`src/hw/rtl/hsv2rgb_pkg.sv`:
```
// shared types and constants for the hsv to rgb converter pipeline
// no dependencies; imported by hsv2rgb_div10k and hsv_to_rgb_converter
`default_nettype none

package hsv2rgb_pkg;

  // input and output field widths
  localparam int HUE_W = 9;
  localparam int PCT_W = 7;
  localparam int CHAN_W = 8;

  // limits
  localparam int HUE_LIMIT = 360;
  localparam int PCT_MAX = 100;
  localparam int CHANNEL_MAX = 255;
  localparam int SECTOR_DEG = 60;
  localparam int TWO_SECTORS = 2 * SECTOR_DEG;

  // register stages of the converter pipeline
  localparam int STAGES = 9;

  // internal widths
  localparam int K_W = 6;       // distance from sector edge, 0..60
  localparam int FRAC_W = 14;   // fractions and products on the 0..10000 scale
  localparam int NUM_W = 27;    // dividend of the divide-by-10000 unit

  // sector fraction f = 500*k/3 = 166*k + floor(2*k/3)
  localparam int F_WHOLE = 166;
  localparam int THIRD_MUL = 171;   // floor(n/3) = (n*171) >> 9 for n < 256
  localparam int THIRD_SHIFT = 9;
  localparam int THIRD_PROD_W = 15;

  // divide by 10000 as (num >> 4) / 625 with reciprocal estimate and one fix
  localparam int DIV_PRE_SHIFT = 4;
  localparam int DIV_N_W = NUM_W - DIV_PRE_SHIFT;
  localparam int DIV_D = 625;
  localparam int RECIP_W = 23;
  localparam int RECIP_SHIFT = 32;
  localparam logic [RECIP_W-1:0] RECIP = 23'd6871947;  // floor(2^32 / 625)
  localparam int QUO_W = 14;

  // 60-degree sectors of the hue wheel
  localparam logic [2:0] SECT_0 = 3'd0;
  localparam logic [2:0] SECT_1 = 3'd1;
  localparam logic [2:0] SECT_2 = 3'd2;
  localparam logic [2:0] SECT_3 = 3'd3;
  localparam logic [2:0] SECT_4 = 3'd4;
  localparam logic [2:0] SECT_5 = 3'd5;

  // load enables of the two divider stages
  typedef struct packed {
    logic est;
    logic fix;
  } div_en_t;

endpackage

`default_nettype wire

```
`src/hw/rtl/hsv_to_rgb_converter.sv`:
```
// Integer HSV to RGB converter.
// Input channel in_valid/in_ready carries one item: hue in degrees (0..359),
// saturation and value in percent (values above 100 are clamped to 100).
// Output channel out_valid/out_ready returns one item per input item: 8-bit
// red, green, blue and a flag that is set, with all colours zero, when the
// hue is 360 or more.
// The result passes through a nine-stage register pipeline (sector and
// clamp, chroma and fraction, product, two divide-by-10000 steps,
// mid-channel numerator, two more divide steps, and the channel select in
// the output register).
// Throughput: one item per cycle while out_ready is high; every stage
// loads when it is empty or when the stage after it moves, so empty
// stages fill even while the output waits.
// When out_ready is low the output holds its item and the pipeline fills;
// in_ready falls only when every stage holds an item.
// Synchronous active-low reset empties the pipeline; no item is in flight
// afterwards and in_ready is high in the following cycle.
// depends on hsv2rgb_pkg and hsv2rgb_div10k
`default_nettype none

module hsv_to_rgb_converter (
  input  logic                             clk,
  input  logic                             rst_n,
  input  logic                             in_valid,
  output logic                             in_ready,
  input  logic [hsv2rgb_pkg::HUE_W-1:0]    in_hue,
  input  logic [hsv2rgb_pkg::PCT_W-1:0]    in_saturation,
  input  logic [hsv2rgb_pkg::PCT_W-1:0]    in_brightness,
  output logic                             out_valid,
  input  logic                             out_ready,
  output logic [hsv2rgb_pkg::CHAN_W-1:0]   out_red,
  output logic [hsv2rgb_pkg::CHAN_W-1:0]   out_green,
  output logic [hsv2rgb_pkg::CHAN_W-1:0]   out_blue,
  output logic                             out_hue_out_of_range
);
  import hsv2rgb_pkg::*;

  // pipeline control
  logic [STAGES:1] vld_r;
  logic [STAGES:1] vld_nxt;
  logic [STAGES:1] en;

  // per-stage payload
  logic [2:0]        sect_r [1:8];
  logic              flag_r [1:8];
  logic [K_W-1:0]    k_r;
  logic [PCT_W-1:0]  s_r;
  logic [PCT_W-1:0]  v_r;
  logic [FRAC_W-1:0] c_r;
  logic [FRAC_W-1:0] f_r;
  logic [FRAC_W-1:0] v100_r;
  logic [NUM_W-1:0]  xnum_r;
  logic [NUM_W-1:0]  hnum_r;
  logic [FRAC_W-1:0] m3_r;
  logic [FRAC_W-1:0] m4_r;
  logic [FRAC_W-1:0] m5_r;
  logic [NUM_W-1:0]  mnum_r;
  logic [CHAN_W-1:0] hi6_r;
  logic [CHAN_W-1:0] hi7_r;
  logic [CHAN_W-1:0] hi8_r;
  logic [CHAN_W-1:0] red_r;
  logic [CHAN_W-1:0] green_r;
  logic [CHAN_W-1:0] blue_r;
  logic              flag9_r;

  // stage 1 combinational
  logic              flag_nxt;
  logic [2:0]        sect_nxt;
  logic [HUE_W-1:0]  hm;
  logic [HUE_W-1:0]  hue_off;
  logic [K_W-1:0]    k_nxt;
  logic [PCT_W-1:0]  s_nxt;
  logic [PCT_W-1:0]  v_nxt;

  // stage 2 and later combinational
  logic [THIRD_PROD_W-1:0] third_prod;
  logic [FRAC_W-1:0]       f_nxt;
  logic [2*FRAC_W-1:0]     xprod;
  logic [QUO_W-1:0]        x_quo;
  logic [QUO_W-1:0]        hi_quo;
  logic [QUO_W-1:0]        mid_quo;
  logic [FRAC_W-1:0]       xm_sum;
  logic [CHAN_W-1:0]       mid;
  logic [CHAN_W-1:0]       hi;
  logic [CHAN_W-1:0]       red_nxt;
  logic [CHAN_W-1:0]       green_nxt;
  logic [CHAN_W-1:0]       blue_nxt;

  // a stage loads when it is empty or its item moves on
  always_comb begin
    en[STAGES] = !vld_r[STAGES] || out_ready;
    for (int i = STAGES - 1; i >= 1; i--) begin
      en[i] = !vld_r[i] || en[i+1];
    end
  end

  assign in_ready = en[1];

  always_comb begin
    vld_nxt = vld_r;
    if (en[1]) begin
      vld_nxt[1] = in_valid;
    end
    for (int i = 2; i <= STAGES; i++) begin
      if (en[i]) begin
        vld_nxt[i] = vld_r[i-1];
      end
    end
  end

  always_ff @(posedge clk) begin
    if (!rst_n) begin
      vld_r <= '0;
    end else begin
      vld_r <= vld_nxt;
    end
  end

  // stage 1: range flag, sector, distance from sector edge, clamps
  assign flag_nxt = in_hue >= HUE_W'(HUE_LIMIT);

  always_comb begin
    if (in_hue < HUE_W'(SECTOR_DEG))            sect_nxt = SECT_0;
    else if (in_hue < HUE_W'(2 * SECTOR_DEG))   sect_nxt = SECT_1;
    else if (in_hue < HUE_W'(3 * SECTOR_DEG))   sect_nxt = SECT_2;
    else if (in_hue < HUE_W'(4 * SECTOR_DEG))   sect_nxt = SECT_3;
    else if (in_hue < HUE_W'(5 * SECTOR_DEG))   sect_nxt = SECT_4;
    else                                        sect_nxt = SECT_5;
  end

  always_comb begin
    if (in_hue >= HUE_W'(2 * TWO_SECTORS))      hm = in_hue - HUE_W'(2 * TWO_SECTORS);
    else if (in_hue >= HUE_W'(TWO_SECTORS))     hm = in_hue - HUE_W'(TWO_SECTORS);
    else                                        hm = in_hue;
    hue_off = (hm >= HUE_W'(SECTOR_DEG)) ? hm - HUE_W'(SECTOR_DEG) : HUE_W'(SECTOR_DEG) - hm;
    k_nxt   = K_W'(HUE_W'(SECTOR_DEG) - hue_off);
  end

  assign s_nxt = (in_saturation > PCT_W'(PCT_MAX)) ? PCT_W'(PCT_MAX) : in_saturation;
  assign v_nxt = (in_brightness > PCT_W'(PCT_MAX)) ? PCT_W'(PCT_MAX) : in_brightness;

  always_ff @(posedge clk) begin
    if (en[1]) begin
      sect_r[1] <= sect_nxt;
      flag_r[1] <= flag_nxt;
      k_r       <= k_nxt;
      s_r       <= s_nxt;
      v_r       <= v_nxt;
    end
  end

  // side-band sector and flag travel with the item
  always_ff @(posedge clk) begin
    for (int i = 2; i <= 8; i++) begin
      if (en[i]) begin
        sect_r[i] <= sect_r[i-1];
        flag_r[i] <= flag_r[i-1];
      end
    end
  end

  // stage 2: chroma c = s*v, fraction f = 500*k/3, v scaled by 100
  assign third_prod = THIRD_PROD_W'({k_r, 1'b0}) * THIRD_PROD_W'(THIRD_MUL);
  assign f_nxt = FRAC_W'(k_r) * FRAC_W'(F_WHOLE)
               + FRAC_W'(third_prod >> THIRD_SHIFT);

  always_ff @(posedge clk) begin
    if (en[2]) begin
      c_r    <= FRAC_W'(s_r) * FRAC_W'(v_r);
      f_r    <= f_nxt;
      v100_r <= FRAC_W'(v_r) * FRAC_W'(PCT_MAX);
    end
  end

  // stage 3: c*f, offset m, numerator of the full channel
  assign xprod = (2*FRAC_W)'(c_r) * (2*FRAC_W)'(f_r);

  always_ff @(posedge clk) begin
    if (en[3]) begin
      xnum_r <= xprod[NUM_W-1:0];
      hnum_r <= NUM_W'(v100_r) * NUM_W'(CHANNEL_MAX);
      m3_r   <= v100_r - c_r;
    end
  end

  // stages 4 and 5: x = c*f/10000 and the full channel level
  hsv2rgb_div10k u_div_x (
    .clk (clk),
    .en  ('{est: en[4], fix: en[5]}),
    .num (xnum_r),
    .quo (x_quo)
  );

  hsv2rgb_div10k u_div_hi (
    .clk (clk),
    .en  ('{est: en[4], fix: en[5]}),
    .num (hnum_r),
    .quo (hi_quo)
  );

  always_ff @(posedge clk) begin
    if (en[4]) begin
      m4_r <= m3_r;
    end
    if (en[5]) begin
      m5_r <= m4_r;
    end
  end

  // stage 6: numerator of the mid channel
  assign xm_sum = x_quo + m5_r;

  always_ff @(posedge clk) begin
    if (en[6]) begin
      mnum_r <= NUM_W'(xm_sum) * NUM_W'(CHANNEL_MAX);
      hi6_r  <= hi_quo[CHAN_W-1:0];
    end
  end

  // stages 7 and 8: mid channel level
  hsv2rgb_div10k u_div_mid (
    .clk (clk),
    .en  ('{est: en[7], fix: en[8]}),
    .num (mnum_r),
    .quo (mid_quo)
  );

  always_ff @(posedge clk) begin
    if (en[7]) begin
      hi7_r <= hi6_r;
    end
    if (en[8]) begin
      hi8_r <= hi7_r;
    end
  end

  // stage 9: place levels by sector into the output register
  assign mid = mid_quo[CHAN_W-1:0];
  assign hi  = hi8_r;

  always_comb begin
    red_nxt   = '0;
    green_nxt = '0;
    blue_nxt  = '0;
    if (!flag_r[8]) begin
      case (sect_r[8])
        SECT_0: begin
          red_nxt   = hi;
          green_nxt = mid;
        end
        SECT_1: begin
          red_nxt   = mid;
          green_nxt = hi;
        end
        SECT_2: begin
          green_nxt = hi;
          blue_nxt  = mid;
        end
        SECT_3: begin
          green_nxt = mid;
          blue_nxt  = hi;
        end
        SECT_4: begin
          red_nxt  = mid;
          blue_nxt = hi;
        end
        default: begin
          red_nxt  = hi;
          blue_nxt = mid;
        end
      endcase
    end
  end

  always_ff @(posedge clk) begin
    if (en[9]) begin
      red_r   <= red_nxt;
      green_r <= green_nxt;
      blue_r  <= blue_nxt;
      flag9_r <= flag_r[8];
    end
  end

  assign out_valid            = vld_r[STAGES];
  assign out_red              = red_r;
  assign out_green            = green_r;
  assign out_blue             = blue_r;
  assign out_hue_out_of_range = flag9_r;

endmodule

`default_nettype wire

```
`src/hw/rtl/hsv2rgb_div10k.sv`:
```
// two-stage divide by 10000: reciprocal estimate, then a single correction step
// depends on hsv2rgb_pkg for widths, reciprocal and the stage enable struct
`default_nettype none

module hsv2rgb_div10k (
  input  logic                             clk,
  input  hsv2rgb_pkg::div_en_t             en,
  input  logic [hsv2rgb_pkg::NUM_W-1:0]    num,
  output logic [hsv2rgb_pkg::QUO_W-1:0]    quo
);
  import hsv2rgb_pkg::*;

  logic [DIV_N_W-1:0]         n;
  logic [DIV_N_W+RECIP_W-1:0] prod;
  logic [QUO_W-1:0]           q_est_nxt;
  logic [DIV_N_W-1:0]         n_r;
  logic [QUO_W-1:0]           q_est_r;
  logic [DIV_N_W-1:0]         back;
  logic [DIV_N_W-1:0]         rem;
  logic [QUO_W-1:0]           quo_nxt;
  logic [QUO_W-1:0]           quo_r;

  // estimate stage: low by at most one
  assign n = num[NUM_W-1:DIV_PRE_SHIFT];
  assign prod = (DIV_N_W+RECIP_W)'(n) * (DIV_N_W+RECIP_W)'(RECIP);
  assign q_est_nxt = prod[RECIP_SHIFT +: QUO_W];

  always_ff @(posedge clk) begin
    if (en.est) begin
      n_r     <= n;
      q_est_r <= q_est_nxt;
    end
  end

  // correction stage: bump the quotient when the remainder reaches the divisor
  assign back = DIV_N_W'(q_est_r) * DIV_N_W'(DIV_D);
  assign rem = n_r - back;
  assign quo_nxt = (rem >= DIV_N_W'(DIV_D)) ? q_est_r + QUO_W'(1) : q_est_r;

  always_ff @(posedge clk) begin
    if (en.fix) begin
      quo_r <= quo_nxt;
    end
  end

  assign quo = quo_r;

endmodule

`default_nettype wire
```
`config.mk`:
```
export PLATFORM = sky130hd
export DESIGN_NAME = hsv_to_rgb_converter
export DESIGN_NICKNAME = d
export VERILOG_FILES = /design/src/hw/rtl/hsv2rgb_pkg.sv /design/src/hw/rtl/hsv_to_rgb_converter.sv /design/src/hw/rtl/hsv2rgb_div10k.sv
export SDC_FILE = /design/constraint.sdc
export NUM_CORES = 2
export LEC_CHECK = 0
export BUFFER_PORTS_ARGS = -buffer_cell sky130_fd_sc_hd__buf_4
export CAP_MARGIN = 20
export CORE_ASPECT_RATIO = 1.4
export CORE_MARGIN = 5
export CORE_UTILIZATION = 35
export CTS_CLUSTER_DIAMETER = 200
export DETAILED_ROUTE_END_ITERATION = 16
export PLACE_DENSITY = 0.46
export SYNTH_ARGS = -nofsm -noshare
export SYNTH_HDL_FRONTEND = slang
export SYNTH_SLANG_ARGS = --single-unit
```
`constraint.sdc`:
```
create_clock -name clk -period 11.4 [get_ports clk]
set_input_delay 1.14 -clock clk [delete_from_list [all_inputs] [get_ports clk]]
set_output_delay 1.14 -clock clk [all_outputs]
set_load 0.05 [all_outputs]
```
==> summary.md <==
| Metric | Value |
|---|---|
| Status | finished, final reports clean |
| Adder-Cell Fraction of Synth Area | 0.534 |
| Post-synth EDFFs | 363 |
| Post-route DRC | 0 |
| Post-synthesis mux area share | 0.00221 |
| Post-CTS Resized | 0 |
| WS Path Type | flop to flop |
| Tmin final | 7.39 ns |
| Syn Inst Count | 5501 |
| Post-Route WL | 141000 um |
| Synth-to-Final Area Change | 7.86% |
| Die area | 0.175 mm^2 |
| Vias in the first global route | 40.9k |
| Avg Inst Size Synth | 10.6 um^2 |
| Nets | 7540 |
| Top Usage Layer GRT | met2 |
| Crit-path max FO | 8 |
| Seq/Total Area, Yosys | 0.190 |
| Num ports | 54 |
| # rows | 177 |
| First-pass GRT wire length | 227000 um |
| Commonest non-fill, non-tap cell in the layout | inv_1 |
| Ys flop type | edfxtp_1 |
| CP max stage delay | 0.75 ns |
| Gr usage total | 0.165 |
| Worst path slowest cell | o311ai_0 |
| Synthesis-stage register bit count | 372 |
| Final Wtd Congestion | 0.879 |
| Measured slew at the worst slew-check pin | 1.07 ns |
| Die Span Y | 493 um |
| CTS buffer count | 47 |
| DR iter-0 viols | 1206 |
| Final Hold Fails | 0 |
| Largest net degree at the start of global routing | 52 |
| Final Cycle Share | 0.648 |
| Register area | 0.0111 mm^2 |
| Congestion Overflow GR | 0 |
| Simple-gate share of the synthesized area | 0.0687 |
| Setup bufs post-CTS | 0 |
| CP dominant cell by count | fa_1 |
| Core ar. | 0.166 mm^2 |
| XOR/XNOR Fraction of Synth Area | 0.0366 |
| Critical-path cell list | ha_1, inv_1, fa_1, fa_1, inv_1, fa_1, inv_1, fa_1, fa_1, fa_1, inv_1, ha_1, a21oi_1, o21ai_0, o211ai_1, nor4b_1, a21o_1, nand2_1, o311ai_0, o31a_1, a41oi_1, xnor2_1 |
| Buffers & Inverters on Critical Path | 4 |
| Syn Nets | 7485 |
| Hold_buf cts | 0 |
| M3 GR Usage | 0.0150 |
| Largest family of logic cells by synthesized area | adder cells |
| Yosys cell types | 76 |
| Final ANT Viol Nets | 0 |
| Multi-input gate area | 0.0416 mm^2 |
| Worst Path Required | 11.73 ns |
| Port Buf Inserts | 53 |
| Worst skew pair latency | 0.64 ns |
| Complex-gate fraction of the synthesized area | 0.0730 |
| Crit start category | flop |
| Htree depth | 2 |
| CTS Buffer Depth | 3 |
| Average routed wire per standard cell | 18.2 um |
| Min-delay worst type | flop to flop |
| Initial antenna violation count | 3 |
| Worst slew margin | 0.287 |
| Drt pass-1 iters | 5 |
| Detail Placement HPWL | 123000 um |
| Met1 Use GR | 0.192 |
| Die span in x | 355 um |
| Synth Cell Area | 0.0582 mm^2 |
| Synth warn | 0 |
| Max Clock Freq | 0.135 GHz |
| Via density | 4.75 |
| Crit path capture type | flop |
| Share of cells above drive strength 1 | 0.0336 |
| Final setup viols | 0 |
| MaxCap Viol Count | 0 |
| Global routing met2 resource utilization | 0.325 |
| Root Buffer | clkbuf_16 |
| Initial Util | 0.351 |
| CTS sink cnt | 372 |
| TritonCTS clock tree | yes |
| CP Data Arrival Time | 7.72 ns |
| Via Count | 36.8k |
| Slew Viols, Final | 0 |
| Fraction of registers with async set/reset | 0 |
| Top delay family on crit path | adder cells |
| Setup TNS | 0 ns |
| Most frequent cells in the layout | 1409 x inv_1, 1074 x ha_1, 883 x fa_1 |
| Fill count | 16.4k |
| Clk_skew | 0.0670 ns |
| Clk slew on worst S/H paths | 0.06 ns |
| RSZ-0062 raised after global routing | false |
## metrics by stage
step / std cells / worst slack, ns / area [um^2] / utilization / hold WS, ns
final: 7744 / 4.01 / 62800 / 0.379 / 0.392
after floorplan: 5501 / 4.83 / 58200 / - / 0.400
after detailed placement: 7655 / 3.98 / 61200 / 0.369 / 0.405
after global routing: 7743 / 3.35 / 62800 / 0.379 / 0.396
after global placement: 7653 / 4.03 / 61200 / 0.369 / 0.402
after CTS: 7743 / 3.93 / 62800 / 0.379 / 0.381
## metal layers
layer / share of wire / up-vias
li1: - / 17800
met1: 0.40 / 18400
met2: 0.55 / 394
met3: 0.021 / 148
met4: 0.024 / 2
met5: 0.000092 / -
## cell type report
cell class,count,area share
Multi-Input combinational cell,3662,0.663
Sequential cell,372,0.176
Inverter,1411,0.0844
Tap cell,2148,0.0428
Clock buffer,52,0.0192
Timing Repair Buffer,62,0.00767
Clock inverter,36,0.00646
Antenna cell,1,0.0000399
## logic make-up after synthesis
group           count (synthesis)
xor+xnor                      243
fa+ha+maj                    1957
flops                         372
mux                            12
compound gates                642
simple gates                  808
buf+inv                      1467
## path summary, 6_finish.rpt
check                                       end  cells after the start  slack [ns]                 start
setup / recovery  u_div_x.q_est_r[13]$_DFFE_PP_                     22        4.01  xnum_r[18]$_DFFE_PP_
hold / removal                m4_r[7]$_DFFE_PP_                      0        0.39     m3_r[7]$_DFFE_PP_
setup reg to reg  u_div_x.q_est_r[13]$_DFFE_PP_                     22        4.01  xnum_r[18]$_DFFE_PP_
hold reg to reg               m4_r[7]$_DFFE_PP_                      0        0.39     m3_r[7]$_DFFE_PP_
## registers in the layout, indices dropped and copies added (netlist names), 12 cells and up
| signal | cells |
|---|---|
| sect_r | 24 |
| u_div_x.n_r | 23 |
| xnum_r | 23 |
| hnum_r | 18 |
| mnum_r | 18 |
| u_div_hi.n_r | 18 |
| u_div_mid.n_r | 18 |
| c_r | 14 |
| f_r | 14 |
| m3_r | 14 |
| m4_r | 14 |
| m5_r | 14 |
| u_div_x.q_est_r | 14 |
| u_div_x.quo | 14 |
| v100_r | 12 |
## cell usage after synthesis, drive strengths merged, types with 36 or more instances
master / n / area, um^2
a21o: 85 / 638
a21oi: 175 / 876
and2: 131 / 820
clkbuf: 51 / 191
edfxtp: 363 / 10900
fa: 883 / 17700
ha: 1074 / 13400
inv: 1411 / 5300
nand2: 264 / 991
nand3: 36 / 180
nor2: 147 / 552
nor2b: 37 / 231
nor3: 55 / 285
o21a: 39 / 293
o21ai: 109 / 546
xnor2: 164 / 1440
xor2: 79 / 692
Power is left out: the tool's default activity adds up to more than one toggle a clock period on the data nets, which glitch-free logic cannot reach.
